[config.mk]
export PLATFORM = sky130hd
export DESIGN_NAME = ber_tlv_header_decoder
export DESIGN_NICKNAME = d
export VERILOG_FILES = /design/src/rtl/btlv_pkg.sv /design/src/rtl/btlv_core.sv /design/src/rtl/btlv_skid.sv /design/src/rtl/ber_tlv_header_decoder.sv
export SDC_FILE = /design/constraint.sdc
export NUM_CORES = 1
export LEC_CHECK = 0
export BUFFER_PORTS_ARGS = -buffer_cell sky130_fd_sc_hd__buf_4
export CAP_MARGIN = 10
export CELL_PAD_IN_SITES_DETAIL_PLACEMENT = 0
export CELL_PAD_IN_SITES_GLOBAL_PLACEMENT = 1
export CORE_UTILIZATION = 23
export DETAILED_ROUTE_END_ITERATION = 6
export MAX_ROUTING_LAYER = met4
export PLACE_DENSITY_LB_ADDON = 0.08
export SYNTH_ARGS = -nofsm -noshare
export SYNTH_HDL_FRONTEND = slang
export SYNTH_SLANG_ARGS = --single-unit
[constraint.sdc]
create_clock -name clk -period 21.6 [get_ports clk]
set_input_delay 5.4 -clock clk [delete_from_list [all_inputs] [get_ports clk]]
set_output_delay 5.4 -clock clk [all_outputs]
set_load 0.05 [all_outputs]
[src/rtl/btlv_pkg.sv]
// ----------------------------------------------------------------------------
// btlv_pkg : shared types and codes of the BER TLV header decoder
// Result record, status codes and field widths.
// ----------------------------------------------------------------------------
package btlv_pkg;

  localparam int unsigned ByteW = 8;
  localparam int unsigned WordW = 32;
  localparam int unsigned StatW = 2;

  localparam logic [StatW-1:0] STATUS_OK        = 2'd0;
  localparam logic [StatW-1:0] STATUS_TRUNCATED = 2'd1;
  localparam logic [StatW-1:0] STATUS_TOO_LONG  = 2'd2;
  localparam logic [StatW-1:0] STATUS_NO_EOC    = 2'd3;

  typedef struct packed {
    logic [StatW-1:0] status;
    logic [1:0]       tag_class;
    logic             constructed;
    logic [WordW-1:0] tag_number;
    logic [WordW-1:0] content_length;
    logic             indefinite;
    logic [WordW-1:0] header_length;
  } result_t;

endpackage

[src/rtl/btlv_core.sv]
// ----------------------------------------------------------------------------
// btlv_core : header parser
// Per-beat phase update of the identifier and length parser; forms the
// result record on the final beat and returns to the identifier phase.
// ----------------------------------------------------------------------------
module btlv_core (
  input  logic                          clk,
  input  logic                          rst_n,
  input  logic                          beat_acc,
  input  logic [btlv_pkg::ByteW-1:0]    in_byte,
  input  logic                          in_last,
  output logic                          res_valid,
  output btlv_pkg::result_t             res
);

  localparam logic [2:0] PH_IDENT   = 3'd0;
  localparam logic [2:0] PH_LONGTAG = 3'd1;
  localparam logic [2:0] PH_LENGTH  = 3'd2;
  localparam logic [2:0] PH_LENOCTS = 3'd3;
  localparam logic [2:0] PH_CONTENT = 3'd4;
  localparam logic [2:0] PH_INDEF   = 3'd5;

  localparam logic [btlv_pkg::WordW-1:0] POS_MAX = '1;

  logic [2:0]                 phase_r, phase_nxt;
  logic [btlv_pkg::WordW-1:0] tag_r, tag_nxt;
  logic [btlv_pkg::WordW-1:0] len_r, len_nxt;
  logic [6:0]                 left_r, left_nxt;
  logic [btlv_pkg::WordW-1:0] pos_r, pos_nxt;
  logic [btlv_pkg::WordW-1:0] hend_r, hend_nxt;
  logic [2:0]                 cf_r, cf_nxt;
  logic                       indef_r, indef_nxt;
  logic                       prevz_r, prevz_nxt;
  logic                       eocf_r, eocf_nxt;
  logic [btlv_pkg::WordW-1:0] eoco_r, eoco_nxt;

  logic                       byte_zero;
  logic [btlv_pkg::WordW-1:0] content_seen;

  assign byte_zero    = (in_byte == '0);
  assign content_seen = pos_nxt - hend_nxt;

  // phase update for one beat
  always_comb begin
    phase_nxt = phase_r;
    tag_nxt   = tag_r;
    len_nxt   = len_r;
    left_nxt  = left_r;
    hend_nxt  = hend_r;
    cf_nxt    = cf_r;
    indef_nxt = indef_r;
    prevz_nxt = prevz_r;
    eocf_nxt  = eocf_r;
    eoco_nxt  = eoco_r;
    pos_nxt   = (pos_r == POS_MAX) ? pos_r : pos_r + {{(btlv_pkg::WordW-1){1'b0}}, 1'b1};
    unique case (phase_r)
      PH_LONGTAG: begin
        tag_nxt = {tag_r[btlv_pkg::WordW-8:0], in_byte[6:0]};
        if (!in_byte[7]) begin
          phase_nxt = PH_LENGTH;
        end
      end
      PH_LENGTH: begin
        hend_nxt = pos_nxt;
        if (!in_byte[7]) begin
          len_nxt   = {{(btlv_pkg::WordW-btlv_pkg::ByteW){1'b0}}, in_byte};
          phase_nxt = PH_CONTENT;
        end else if (in_byte[6:0] == 7'd0) begin
          indef_nxt = 1'b1;
          prevz_nxt = 1'b0;
          eocf_nxt  = 1'b0;
          phase_nxt = PH_INDEF;
        end else begin
          left_nxt  = in_byte[6:0];
          len_nxt   = '0;
          phase_nxt = PH_LENOCTS;
        end
      end
      PH_LENOCTS: begin
        len_nxt  = {len_r[btlv_pkg::WordW-btlv_pkg::ByteW-1:0], in_byte};
        hend_nxt = pos_nxt;
        left_nxt = left_r - 7'd1;
        if (left_r == 7'd1) begin
          phase_nxt = PH_CONTENT;
        end
      end
      PH_CONTENT: begin
      end
      PH_INDEF: begin
        if (!eocf_r && byte_zero && prevz_r) begin
          eocf_nxt = 1'b1;
          eoco_nxt = pos_r + ~hend_r;
        end
        prevz_nxt = byte_zero;
      end
      default: begin
        cf_nxt = in_byte[7:5];
        if (in_byte[4:0] == 5'h1f) begin
          tag_nxt   = '0;
          phase_nxt = PH_LONGTAG;
        end else begin
          tag_nxt   = {{(btlv_pkg::WordW-5){1'b0}}, in_byte[4:0]};
          phase_nxt = PH_LENGTH;
        end
      end
    endcase
  end

  // result record from the updated state
  always_comb begin
    res             = '0;
    res.tag_class   = cf_nxt[2:1];
    res.constructed = cf_nxt[0];
    res.indefinite  = indef_nxt;
    res.status      = btlv_pkg::STATUS_OK;
    if (phase_nxt == PH_LONGTAG) begin
      res.status = btlv_pkg::STATUS_TRUNCATED;
    end else begin
      res.tag_number = tag_nxt;
      if (phase_nxt == PH_LENGTH) begin
        res.status = btlv_pkg::STATUS_TRUNCATED;
      end else if (phase_nxt == PH_LENOCTS) begin
        res.status = (phase_r == PH_LENGTH && pos_r != POS_MAX) ?
                     btlv_pkg::STATUS_TRUNCATED : btlv_pkg::STATUS_TOO_LONG;
      end else if (phase_nxt == PH_INDEF) begin
        if (eocf_nxt) begin
          res.content_length = eoco_nxt;
        end else begin
          res.status = btlv_pkg::STATUS_NO_EOC;
        end
      end else if (len_nxt > content_seen) begin
        res.status = btlv_pkg::STATUS_TOO_LONG;
      end else begin
        res.content_length = len_nxt;
      end
    end
    if (res.status == btlv_pkg::STATUS_OK) begin
      res.header_length = hend_nxt;
    end else begin
      res.content_length = '0;
    end
  end

  assign res_valid = beat_acc && in_last;

  always_ff @(posedge clk) begin
    if (!rst_n || (beat_acc && in_last)) begin
      phase_r <= PH_IDENT;
      tag_r   <= '0;
      len_r   <= '0;
      left_r  <= '0;
      pos_r   <= '0;
      hend_r  <= '0;
      cf_r    <= '0;
      indef_r <= 1'b0;
      prevz_r <= 1'b0;
      eocf_r  <= 1'b0;
      eoco_r  <= '0;
    end else if (beat_acc) begin
      phase_r <= phase_nxt;
      tag_r   <= tag_nxt;
      len_r   <= len_nxt;
      left_r  <= left_nxt;
      pos_r   <= pos_nxt;
      hend_r  <= hend_nxt;
      cf_r    <= cf_nxt;
      indef_r <= indef_nxt;
      prevz_r <= prevz_nxt;
      eocf_r  <= eocf_nxt;
      eoco_r  <= eoco_nxt;
    end
  end

`ifndef SYNTHESIS
  a_final_restarts: assert property (@(posedge clk) disable iff (!rst_n)
    beat_acc && in_last |=> phase_r == PH_IDENT && pos_r == '0)
    else $error("parser did not restart after final beat");

  a_start_in_ident: assert property (@(posedge clk) disable iff (!rst_n)
    pos_r == '0 |-> phase_r == PH_IDENT)
    else $error("parser left identifier phase without a beat");

  a_eoc_only_indef: assert property (@(posedge clk) disable iff (!rst_n)
    eocf_r |-> phase_r == PH_INDEF && indef_r)
    else $error("end-of-contents seen outside indefinite form");
`endif

endmodule

[src/rtl/btlv_skid.sv]
// ----------------------------------------------------------------------------
// btlv_skid : result output stage
// Output register with one spare entry so the input side never waits on
// the result handshake combinationally.
// ----------------------------------------------------------------------------
module btlv_skid (
  input  logic              clk,
  input  logic              rst_n,
  input  logic              push,
  input  btlv_pkg::result_t push_data,
  output logic              spare_free,
  output logic              out_valid,
  input  logic              out_ready,
  output btlv_pkg::result_t out_data
);

  logic              out_valid_r;
  btlv_pkg::result_t out_data_r;
  logic              spare_valid_r;
  btlv_pkg::result_t spare_data_r;
  logic              slot_open;

  assign slot_open  = out_ready || !out_valid_r;
  assign spare_free = !spare_valid_r;
  assign out_valid  = out_valid_r;
  assign out_data   = out_data_r;

  always_ff @(posedge clk) begin
    if (!rst_n) begin
      out_valid_r   <= 1'b0;
      spare_valid_r <= 1'b0;
    end else if (slot_open) begin
      out_valid_r   <= spare_valid_r || push;
      spare_valid_r <= 1'b0;
    end else if (push) begin
      spare_valid_r <= 1'b1;
    end
  end

  always_ff @(posedge clk) begin
    if (slot_open) begin
      out_data_r <= spare_valid_r ? spare_data_r : push_data;
    end else if (push) begin
      spare_data_r <= push_data;
    end
  end

`ifndef SYNTHESIS
  a_spare_behind_out: assert property (@(posedge clk) disable iff (!rst_n)
    spare_valid_r |-> out_valid_r)
    else $error("spare entry held while output empty");
`endif

endmodule

[src/rtl/ber_tlv_header_decoder.sv]
// ----------------------------------------------------------------------------
// ber_tlv_header_decoder : BER TLV header decoder
// Parses identifier and length octets of one BER object, one octet a beat,
// and reports status and header fields after the final beat.
//
//   channel  direction  handshake              payload
//   in       sink       in_valid / in_ready    in_byte, in_last
//   out      source     out_valid / out_ready  status, class, form, tag,
//                                              content and header length
//
// One octet per cycle while in_ready is high, a rate set by the per-beat
// phase update of the parser; the final result goes to the output register.
// Synchronous active-low reset returns the parser to the identifier phase.
// A stalled result is held in the output stage plus one spare entry;
// in_ready drops only while that spare entry is occupied.
// ----------------------------------------------------------------------------
module ber_tlv_header_decoder (
  input  logic                          clk,
  input  logic                          rst_n,
  input  logic                          in_valid,
  output logic                          in_ready,
  input  logic [btlv_pkg::ByteW-1:0]    in_byte,
  input  logic                          in_last,
  output logic                          out_valid,
  input  logic                          out_ready,
  output logic [btlv_pkg::StatW-1:0]    out_status,
  output logic [1:0]                    out_tag_class,
  output logic                          out_constructed,
  output logic [btlv_pkg::WordW-1:0]    out_tag_number,
  output logic [btlv_pkg::WordW-1:0]    out_content_length,
  output logic                          out_indefinite,
  output logic [btlv_pkg::WordW-1:0]    out_header_length
);

  logic              beat_acc;
  logic              res_valid;
  btlv_pkg::result_t res;
  btlv_pkg::result_t out_data;

  assign beat_acc = in_valid && in_ready;

  btlv_core u_core (
    .clk       (clk),
    .rst_n     (rst_n),
    .beat_acc  (beat_acc),
    .in_byte   (in_byte),
    .in_last   (in_last),
    .res_valid (res_valid),
    .res       (res)
  );

  btlv_skid u_skid (
    .clk        (clk),
    .rst_n      (rst_n),
    .push       (res_valid),
    .push_data  (res),
    .spare_free (in_ready),
    .out_valid  (out_valid),
    .out_ready  (out_ready),
    .out_data   (out_data)
  );

  assign out_status         = out_data.status;
  assign out_tag_class      = out_data.tag_class;
  assign out_constructed    = out_data.constructed;
  assign out_tag_number     = out_data.tag_number;
  assign out_content_length = out_data.content_length;
  assign out_indefinite     = out_data.indefinite;
  assign out_header_length  = out_data.header_length;

endmodule
# --- Yosys cells after proc, flatten, opt, wreduce, memory -nomap -nowiden ---
# Index checks and enable logic that the tools add are counted.
word_totals:
  inputBits: 13
  out_inout_bits: 104
  register_bits: 382
  wordCells: 121
op_classes:
  add_sub_neg: 4
  order_cmp: 1
  bitwise_logic: 3
  mux: 45
  eq_ne: 16
  reduce_logical: 25
ops:
  columns: ["op", "n"]
  rows:
  - ["32-bit 2-to-1 mux", 13]
  - ["32-bit case mux with 2 select lines", 2]
  - ["102-bit 2-to-1 mux", 1]
  - ["64-bit 2-to-1 mux", 1]
  - ["32-bit by 1-bit adder with 32-bit output, second input constant", 1]
  - ["32-bit adder", 1]
  - ["32-bit == test, second input constant", 1]
  - ["32-bit > comparator", 1]
  - ["32-bit != test, second input constant", 1]
  - ["32-bit inverter", 1]
  - ["32-bit subtractor", 1]
  - ["2-bit 2-to-1 mux", 8]
  - ["3-bit 2-to-1 mux", 5]
  - ["7-bit 2-to-1 mux", 2]
  - ["7-bit case mux with 2 select lines", 1]
  - ["3-bit by 2-bit == test with 1-bit output, second input constant", 4]
  - ["3-bit case mux with 4 select lines", 1]
  - ["3-bit == test, second input constant", 3]
  - ["8-bit zero test", 1]
  - ["1-bit 2-to-1 mux", 8]
  - ["4-bit AND reduction", 2]
  - ["7-bit by 1-bit == test with 1-bit output, second input constant", 1]
  - ["7-bit zero test", 1]
  - ["7-bit by 1-bit subtractor with 7-bit output, second input constant", 1]
  - ["16 further kinds", 32]

# --- Depth between registers and ports, before layout ---
# Gate-level depths: netlist (run 1).
depth:
  word_depth: 13
  mapped_depth: 36
  mapped_depth_nobuf: 35

# --- By module ---
# Synthesis (run 1) repeated with hierarchy kept, for this count alone.
hier_totals:
  hier_cells: 2189
  area_unflattened_um2: 21401.8
modules_own_cells:
  columns: ["mod", "seq_area_each_um2", "area_each_um2", "cells_each", "n_inst"]
  rows:
  - ["btlv_core", 3523.4, 13680.6, 1861, 1]
  - ["btlv_skid", 6165.9, 7714.9, 327, 1]
  - ["ber_tlv_header_decoder", 0.0, 6.3, 1, 1]

# --- Least setup slack after synthesis (run 1) ---
# OpenSTA, ideal clock, no wires.
synth_path:
  kind: "input-to-reg"
  startpoint: "input port out_ready"
  endpoint: "register u_skid.spare_data_r[0] (netlist bit) (enable)"
  arrival_time_ns: 12.385
  setup_slack_ns: 8.652
  t_required_ns: 21.036
  path_stages: 2
  setup_time_ns: 0.564
  path_buffers: 0
  path_cell_list: "nand2b_1 -> nor2_1"
synth_between:
  elab_chain_cells: 3
synth_rtl:
  columns: ["item", "line_no", "source"]
  rows:
  - ["from (decl)", "ber_tlv_header_decoder.sv:25", "input logic out_ready,"]
  - ["1-bit logical OR", "btlv_skid.sv:23", "assign slot_open = out_ready || !out_valid_r;"]
  - ["1-bit inverter (no source line)", null, null]
  - ["2-bit AND reduction (no source line)", null, null]
  - ["to (signal assigned)", "btlv_skid.sv:44", "spare_data_r <= push_data;"]
  - ["to (decl)", "btlv_skid.sv:20", "btlv_pkg::result_t spare_data_r;"]
# Every way passes these cells.
# A chain may end at the register's enable or synchronous reset.

==> results summary, run 1 <==
Max-cap violations in this run came to 0. The slew of the pin with the lowest slew margin is 1122 ps. The end-of-flow core utilization is 27.44%. The starting DRC count in detailed routing came out at 1,035.

The total detailed-routing wirelength is 78,040 um. Detailed routing inserted a total of 17,170 vias. The relative slew slack came out at 25.01%. Setup violations remaining at the end of the flow were counted as 0. The switching power is 579.3 uW.

Walking the worst path, the cells encountered are buf_4, or4_1, nor4_1, nand3_1, nand2_1, buf_4, a22o_1, ha_1, a21o_1, a21o_1, a21o_1, a21o_1, a21oi_1, nor2b_1, o21ai_0, nand3_1, a21o_4, buf_4, a211o_1, a21oi_1, mux2_2. The highest net fanout along the worst path is 74. The required time of the critical path came out at 22,060 ps.

The tree is rooted in a sky130_fd_sc_hd__clkbuf_16. Data arrives at the worst endpoint at 10,700 ps. STA classifies the critical path endpoint as a flop. The proportion of register bits with asynchronous set or reset after synthesis is 0%. The number of warnings reported in the yosys synthesis log came out at 0.

Summed over all instances, the cell type with the most area after synthesis is sky130_fd_sc_hd__edfxtp_1. Counting every sink on the clock net gives 382. The category of the worst setup path launch point is an input pin.

The sequential group share of total power is 40.8%. The post-synthesis to final-layout area growth came out at 17.75%. The cell-internal power came out at 1392 uW. The y dimension of the die is 304.7 um. Among all flip-flop cells after synthesis, the most frequent one is sky130_fd_sc_hd__edfxtp_1.

The vias per cell is 4.809. After technology mapping, the gate count stands at 2,302. The worst flop-to-flop path startpoint is u_core.pos_r[10]. The number of nets with antenna violations after detailed routing came out at 0.

The highest attainable clock frequency is 97.69 MHz. In this run switching power makes up 29.38% of total power. The boundary pin count came out at 117. The final-report hold violation count came out at 0. For this design the ratio of total power to cell area is 79.47 nW/um2. The peak per-stage delay on the critical path is 580 ps. The die footprint came out at 92,820 um2. The last weighted congestion value of the routability-driven placer came out at 0.8124. The mapped cell area is 21,070 um2. The later pin in the worst-skew pair is clocked with a latency of 600 ps. The detailed-route wire length per cell came out at 21.85 um. The post-synthesis cell type count came out at 79. The floorplan step set the die width to 304.7 um.

The share of the Yosys chip area taken by registers is 45.99%. The number of antenna violations at the first check in global routing was 1. In this run the tool buffered the top-level ports with 116 buffer cells. In this run, post-CTS repair resized a total of 0 instances. Leaving out fill and tap cells, the most frequent cell in the layout is sky130_fd_sc_hd__nor2_1.

On the critical path, the stage with the largest delay is an instance of sky130_fd_sc_hd__or4_1. The CTS buffer count came out at 49. In the routed design, unresolved DRC markers number 0.

TritonCTS built the clock tree. The worst setup path is of the input pin to flop kind. The final-report max-slew violation count came out at 0. The clock skew after layout is 26.46 ps. The hold buffer count at cts came out at 0. After the last flow step, the layout net total stands at 2,460. The maximum vdd ir drop is 0.04532 mV. The number of nets in the synthesized netlist came out at 2,408. The count of inserted antenna diode cells came out at 0. The final critical path takes up 47.39% of the cycle. Tracing the worst setup path back leads to its startpoint at in_byte[3]. The longest clock path from root to sink contains 3 buffers. The first-pass GRT wire length is 117,100 um. After synthesis the netlist holds a flip-flop and latch count of 382. Clock-pin slew was measured on the worst setup and hold paths at 60 ps.

The number of detailed-route iterations in the first pass is 5. In the layout the commonest cells are sky130_fd_sc_hd__nor2_1 (385), sky130_fd_sc_hd__edfxtp_1 (204), sky130_fd_sc_hd__nand2_1 (189). The flow ran to the end, and the final reports show no timing, DRC or antenna violations.

Setup repair after global routing left no endpoint under its margin. For this run the aggregate overflow at the end of global routing stands at 0. The all-layer global routing usage is 17.15%.

The core box area is 90,420 um2. The via count of the first global-routing pass is 17,080. Counting stages on the worst path, the most repeated cell is sky130_fd_sc_hd__a21o_1. Adding up every negative setup slack in the final design gives 0 ps.

In this run, synthesis inferred 204 flip-flops with an integrated enable. The reported leakage power came out at 0.009443 uW. The maximum number of pins on one net before global-route repair came out at 88. After synthesis, the cell types taking the most area are sky130_fd_sc_hd__edfxtp_1 (29%), sky130_fd_sc_hd__dfxtp_1 (17%), sky130_fd_sc_hd__nor2_1 (7.0%). Counting both buffers and inverters, the worst setup path holds a total of 3.

The number of post-CTS setup repair buffers came out at 0. The final critical path time including I/O delays and setup came out at 10,240 ps. The fraction of final layout cells sized beyond drive strength 1 is 12.07%.

The maximum level of the CTS H-tree is 2. The mean post-synth cell area is 9.153 um2. In this run the worst hold path is classified as flop to flop. On the critical path the largest part of the delay comes from compound AO/OA/AOI/OAI gates. The proportion of power drawn by the clock network is 42.6%. The post-DP HPWL is 55,600 um. In this run the biggest area consumer among cell types represents 29.07% of the synthesized area. Once the floorplan was initialized, standard cells occupied 23.30% of the core. The hold path startpoint is u_core.eoco_r[24]. The number of core rows is 110.

Per report_power, the combinational group accounts for 16.7% of the total.
[state kept, by name, summed over array words and instances (netlist names)]
register,cells
u_core.cf_r,3
u_core.eocf_r,1
u_core.eoco_r,32
u_core.hend_r,32
u_core.indef_r,1
u_core.left_r,7
u_core.len_r,32
u_core.phase_r,3
u_core.pos_r,32
u_core.prevz_r,1
u_core.tag_r,32
u_skid.out_data,102
u_skid.out_valid,1
u_skid.spare_data_r,102
u_skid.spare_valid_r,1
[worst reg2reg max path: cells and delay by family, from the launching register on]
| family | cells | cell delay [ps] |
|---|---|---|
| AO/OA/AOI/OAI | 15 | 4970 |
| flip-flops | 1 | 680 |
| AND/OR/NAND/NOR | 10 | 1810 |
| adder cells (fa/ha/maj) | 2 | 630 |
| multiplexers | 1 | 180 |
| XOR/XNOR | 2 | 410 |
| buffers and inverters | 4 | 870 |
[power groups by stage]
stage,clock [uW],combinational [uW],sequential (uW)
6_report,839,329,804
3_3_place_gp,0,335,820
3_5_place_dp,0,335,820
5_1_grt,899,360,806
2_1_floorplan,0,169,864
4_1_cts,873,336,805
[synthesized netlist by cell type (9+ instances only)]
master                     count
sky130_fd_sc_hd__and3_1       24
sky130_fd_sc_hd__nor2_1      391
sky130_fd_sc_hd__o21ai_0      54
sky130_fd_sc_hd__ha_1         92
sky130_fd_sc_hd__nand2_1     192
sky130_fd_sc_hd__mux2i_1      10
sky130_fd_sc_hd__clkbuf_1    115
sky130_fd_sc_hd__xnor2_1      76
sky130_fd_sc_hd__dfxtp_1     178
sky130_fd_sc_hd__and2_1       17
sky130_fd_sc_hd__inv_1        86
sky130_fd_sc_hd__nand4_1      25
sky130_fd_sc_hd__a22o_1       27
sky130_fd_sc_hd__nor3_1       64
sky130_fd_sc_hd__xor2_1       39
sky130_fd_sc_hd__or3_1         9
sky130_fd_sc_hd__a21oi_1     164
sky130_fd_sc_hd__mux2_2       41
sky130_fd_sc_hd__o41ai_1      12
sky130_fd_sc_hd__o31ai_1      66
sky130_fd_sc_hd__a211oi_1     62
sky130_fd_sc_hd__nand2b_1     13
sky130_fd_sc_hd__a21o_1       43
sky130_fd_sc_hd__buf_1        23
sky130_fd_sc_hd__edfxtp_1    204
sky130_fd_sc_hd__o21bai_1     10
sky130_fd_sc_hd__nor2b_1      18
sky130_fd_sc_hd__o21a_1       11
sky130_fd_sc_hd__a22oi_1      72
sky130_fd_sc_hd__nand3_1      40
sky130_fd_sc_hd__a31oi_1      13
[layout make-up]
class | count | area, um2
Multi-Input combinational cell | 1688 | 10600
Clock inverter | 24 | 275.3
Tap cell | 1176 | 1471
Sequential cell | 382 | 9693
Fill cell | 9496 | 65610
Inverter | 87 | 326.6
Timing Repair Buffer | 146 | 1096
Clock buffer | 68 | 1350
[kinds of logic (layout without fill, tap and decap cells)]
logic type / after synthesis / in the layout / share of synthesized area, %
XOR/XNOR: 117 / 117 / 4.994
multiplexers: 51 / 51 / 2.666
flip-flops: 382 / 382 / 45.99
buffers and inverters: 232 / 325 / 4.175
AO/OA/AOI/OAI: 598 / 598 / 19.26
AND/OR/NAND/NOR: 828 / 828 / 17.31
adder cells (fa/ha/maj): 94 / 94 / 5.606
[stage by stage]
step | setup slack (ps) | hold WS (ps) | cells | cell area, um2 | total power [uW]
floorplan | 8652 | 431.3 | 2302 | 21070 | 1033
global placement | 10700 | 438.3 | 3479 | 23180 | 1156
detailed placement | 10620 | 442.0 | 3479 | 23180 | 1155
CTS | 11270 | 450.1 | 3571 | 24810 | 2014
global route | 10920 | 471.2 | 3571 | 24810 | 2066
finish | 11360 | 449.9 | 3571 | 24810 | 1972
[path summary, 6_finish.rpt]
kind | to | slack (ps) | depth (start not counted)
worst min register to register | u_core.eoco_r[24] | 450 | 2
worst min-delay path | u_core.eoco_r[24] | 450 | 2
worst max-delay path | u_skid.out_data[62] | 11360 | 21
worst max register to register | u_skid.out_data[62] | 11930 | 34
[per-layer routing]
metal | vias up | part of all wire [%] | GRT usage, %
li1 | 8439 | - | -
met1 | 8393 | 46 | 21.74
met2 | 253 | 49 | 28.94
met3 | 87 | 2.8 | 2.024
met4 | 0 | 2.3 | 4.158
met5 | - | 0 | -
(Power assumes the default switching activity.)
==> inputs of run 2 (changes only) <==
==> constraint.sdc (replaced) <==
create_clock -name clk -period 8.7 [get_ports clk]
set_input_delay 2.175 -clock clk [delete_from_list [all_inputs] [get_ports clk]]
set_output_delay 2.175 -clock clk [all_outputs]
set_load 0.05 [all_outputs]
==> results summary, run 2 (synthesis results as in run 1) <==
The final-report hold violation count is 0 (unchanged). The remaining global-route overflow is 0 (unchanged). The required time of the critical path came out at 9160 ps (-12,900 ps). The relative slew slack is 35.29% (+10 points). The number of detailed-route iterations in the first pass came out at 5 (unchanged). The CTS buffer count came to 48 (-2.0%). Setup repair after global routing left no endpoint under its margin. Leaving out fill and tap cells, the most frequent cells in the layout are sky130_fd_sc_hd__nor2_1 (385), sky130_fd_sc_hd__edfxtp_1 (204), sky130_fd_sc_hd__nand2_1 (189), sky130_fd_sc_hd__buf_4 (189), sky130_fd_sc_hd__dfxtp_1 (177). The layout net count was 2,505 (+1.8%). The vias per cell came out at 4.831 (+0.47%).

The total area of sequential cells is 9693 um2 (unchanged). The first-pass GRT wire length is 117,300 um (+0.16%). The fraction of final layout cells sized beyond drive strength 1 is 13.99% (+1.9 points). The number of port buffers came out at 116 (unchanged). The worst setup path is captured at a flop.

The post-synthesis to final-layout area growth is 18.81%. The maximum level of the CTS H-tree is 2 (unchanged). The setup slack of the worst register-to-register path came to 710 ps (-11,220 ps). The highest attainable clock frequency is 125.2 MHz. The number of antenna violations at the first check in global routing is 0 (-1).

The tree is rooted in a sky130_fd_sc_hd__clkbuf_16. The switching share of power came to 30.75% (+1.4 points). In this run the critical register-to-register path is launched from u_core.pos_r[1].

The share of the clock period used by the worst path came out at 91.79%. The starting DRC count in detailed routing came to 1,085 (+4.8%). The cell-internal power came out at 3280 uW (+140%). The post-DP HPWL came out at 56,130 um (+0.95%). The horizontal die dimension came to 304.7 um (unchanged).

The boundary pin count is 117 (unchanged). The switching power came out at 1456 uW (+150%). The number of nets with antenna violations after detailed routing came out at 0 (unchanged). The die footprint came out at 92,820 um2 (unchanged). The maximum vdd ir drop came to 0.1205 mV (+170%).

The maximum number of pins on one net before global-route repair is 126 (+43%). The final critical path time including I/O delays and setup is 7986 ps. The detailed-route wire length per cell came to 21.63 um (-1.0%). The final-report max-slew violation count is 0 (unchanged).

The clock skew after layout came out at 23.13 ps (-3.333 ps). The count of max-cap constraint violations is 0 (unchanged). The insertion delay to the later sink of the worst-skew pair came out at 600 ps (about the same).

The end-of-flow core utilization came to 27.69% (+0.25 points). The total negative setup slack came to 0 ps (unchanged). The highest net fanout along the worst path came to 29 (-61%). The number of fill cells in the layout is 9,591 (+1.0%). The core box area came out at 90,420 um2 (unchanged). The number of post-CTS setup repair buffers is 0 (unchanged). The leading cell type in the layout, fill and taps excluded is sky130_fd_sc_hd__nor2_1. The number of placed instances, taps included came out at 3,525 (+1.3%). The total detailed-routing wirelength is 78,190 um (+0.19%). The critical path is of the flop to flop type.

The count of inserted antenna diode cells came out at 0 (unchanged). The data arrival time of the critical path is 8450 ps (-2250 ps). The y dimension of the die came to 304.7 um (unchanged).

Tracing the worst setup path back leads to its startpoint at u_core.pos_r[1]. The cell occurring most often along the worst timing path is sky130_fd_sc_hd__a21o_1. The residual DRC count is 0 (unchanged). The all-layer global routing usage is 17.16% (about the same). The vias after detailed routing is 17,460 (+1.7%).

The area used by multi-input combinational logic is 10,610 um2 (+0.14%). The slew of the pin with the lowest slew margin came to 970.6 ps (-151.6 ps). In this run the worst hold path is classified as flop to flop.

The starting utilization of the core area came out at 23.30% (unchanged). The flow ran to the end, and the final reports show no timing, DRC or antenna violations. The number of failing setup endpoints in the final timing report came out at 0 (unchanged). The peak per-stage delay on the critical path is 640 ps (+60 ps). The last weighted congestion value of the routability-driven placer is 0.8215 (+1.1%). The proportion of power drawn by the clock network came to 39.9% (-2.7 points).

For this design, the slowest cell found on the critical path is sky130_fd_sc_hd__a211oi_1. The reported leakage power came to 0.009579 uW (+1.4%). The CTS sink count is 382 (unchanged). TritonCTS built the clock tree. The number of core rows came out at 110 (unchanged). The worst hold path begins at u_core.eoco_r[26]. The via count of the first global-routing pass came out at 17,390 (+1.8%). The non-filler instance count after layout was 3,614 (+1.2%). The maximum buffer depth of the clock tree came out at 3 (unchanged). The overall power consumption is 4737 uW (+140%). The worst setup path is launched from a flop. The power density relative to cell area came to 189.2 nW/um2 (+140%). The worst setup slack before clock tree synthesis is 365.2 ps (-10,260 ps). The sequential group share of total power was 42.0% (+1.2 points). The combinational share of power came to 18.1% (+1.4 points). The clock-pin slew of the registers on the worst-case setup and hold paths is 60 ps (about the same).

The worst path setup slack after routing is 714.4 ps (-10,650 ps).
[run 2: through the flow]
stage | area (um2) | hold WS (ps)
after floorplan | 21070 | 431.3
after global placement | 23560 | 436.8
after detailed placement | 23560 | 445.9
after CTS | 25020 | 454.2
after global routing | 25030 | 470.8
final | 25030 | 451.6
[run 2: worst paths after layout]
path | to | cells past startpoint
setup / recovery | u_skid.out_data[9] | 35
setup reg to reg | u_skid.out_data[9] | 35
hold reg to reg | u_core.eoco_r[26] | 2
hold / removal | u_core.eoco_r[26] | 2
[run 2: layer usage]
layer	track usage (%)	share of wire, %	vias to the layer above
li1	-	-	8521
met1	21.81	46	8578
met2	28.57	48	271
met3	2.135	3.0	91
met4	4.710	2.8	0
met5	-	0	-
[run 2: layout make-up]
type,instances,area share (%)
clock buffer,59,4.963
clock inverter,30,0.8347
timing repair buffer,192,5.908
multi-input combinational,1688,42.39
inverter,87,1.304
sequential,382,38.72
tap,1176,5.878
[run 2: critical path, delay by kind of cell (launching register included)]
kind | cells | cell delay, ps
compound gates | 17 | 3670
xor+xnor | 2 | 240
fa+ha+maj | 3 | 900
buf+inv | 1 | 230
flops | 1 | 530
mux | 1 | 280
simple gates | 11 | 2000
[run 2: power groups by stage]
stage               clock [uW]  combinational (uW)  sequential [uW]
finish                    1890                 855             1990
global route              2040                 928             2000
CTS                       1970                 872             1990
detailed placement           0                 868             2030
global placement             0                 869             2030
floorplan                    0                 420             2140
[run 2: what timing repair did]
| item | 4_1_cts | 5_1_grt |
|---|---|---|
| hold endpoints to repair | 0 | 0 |
| hold buffers | 0 | 0 |
| gates resized for setup | 0 | 3 |
| endpoints found under the setup margin | 0 | 1 |
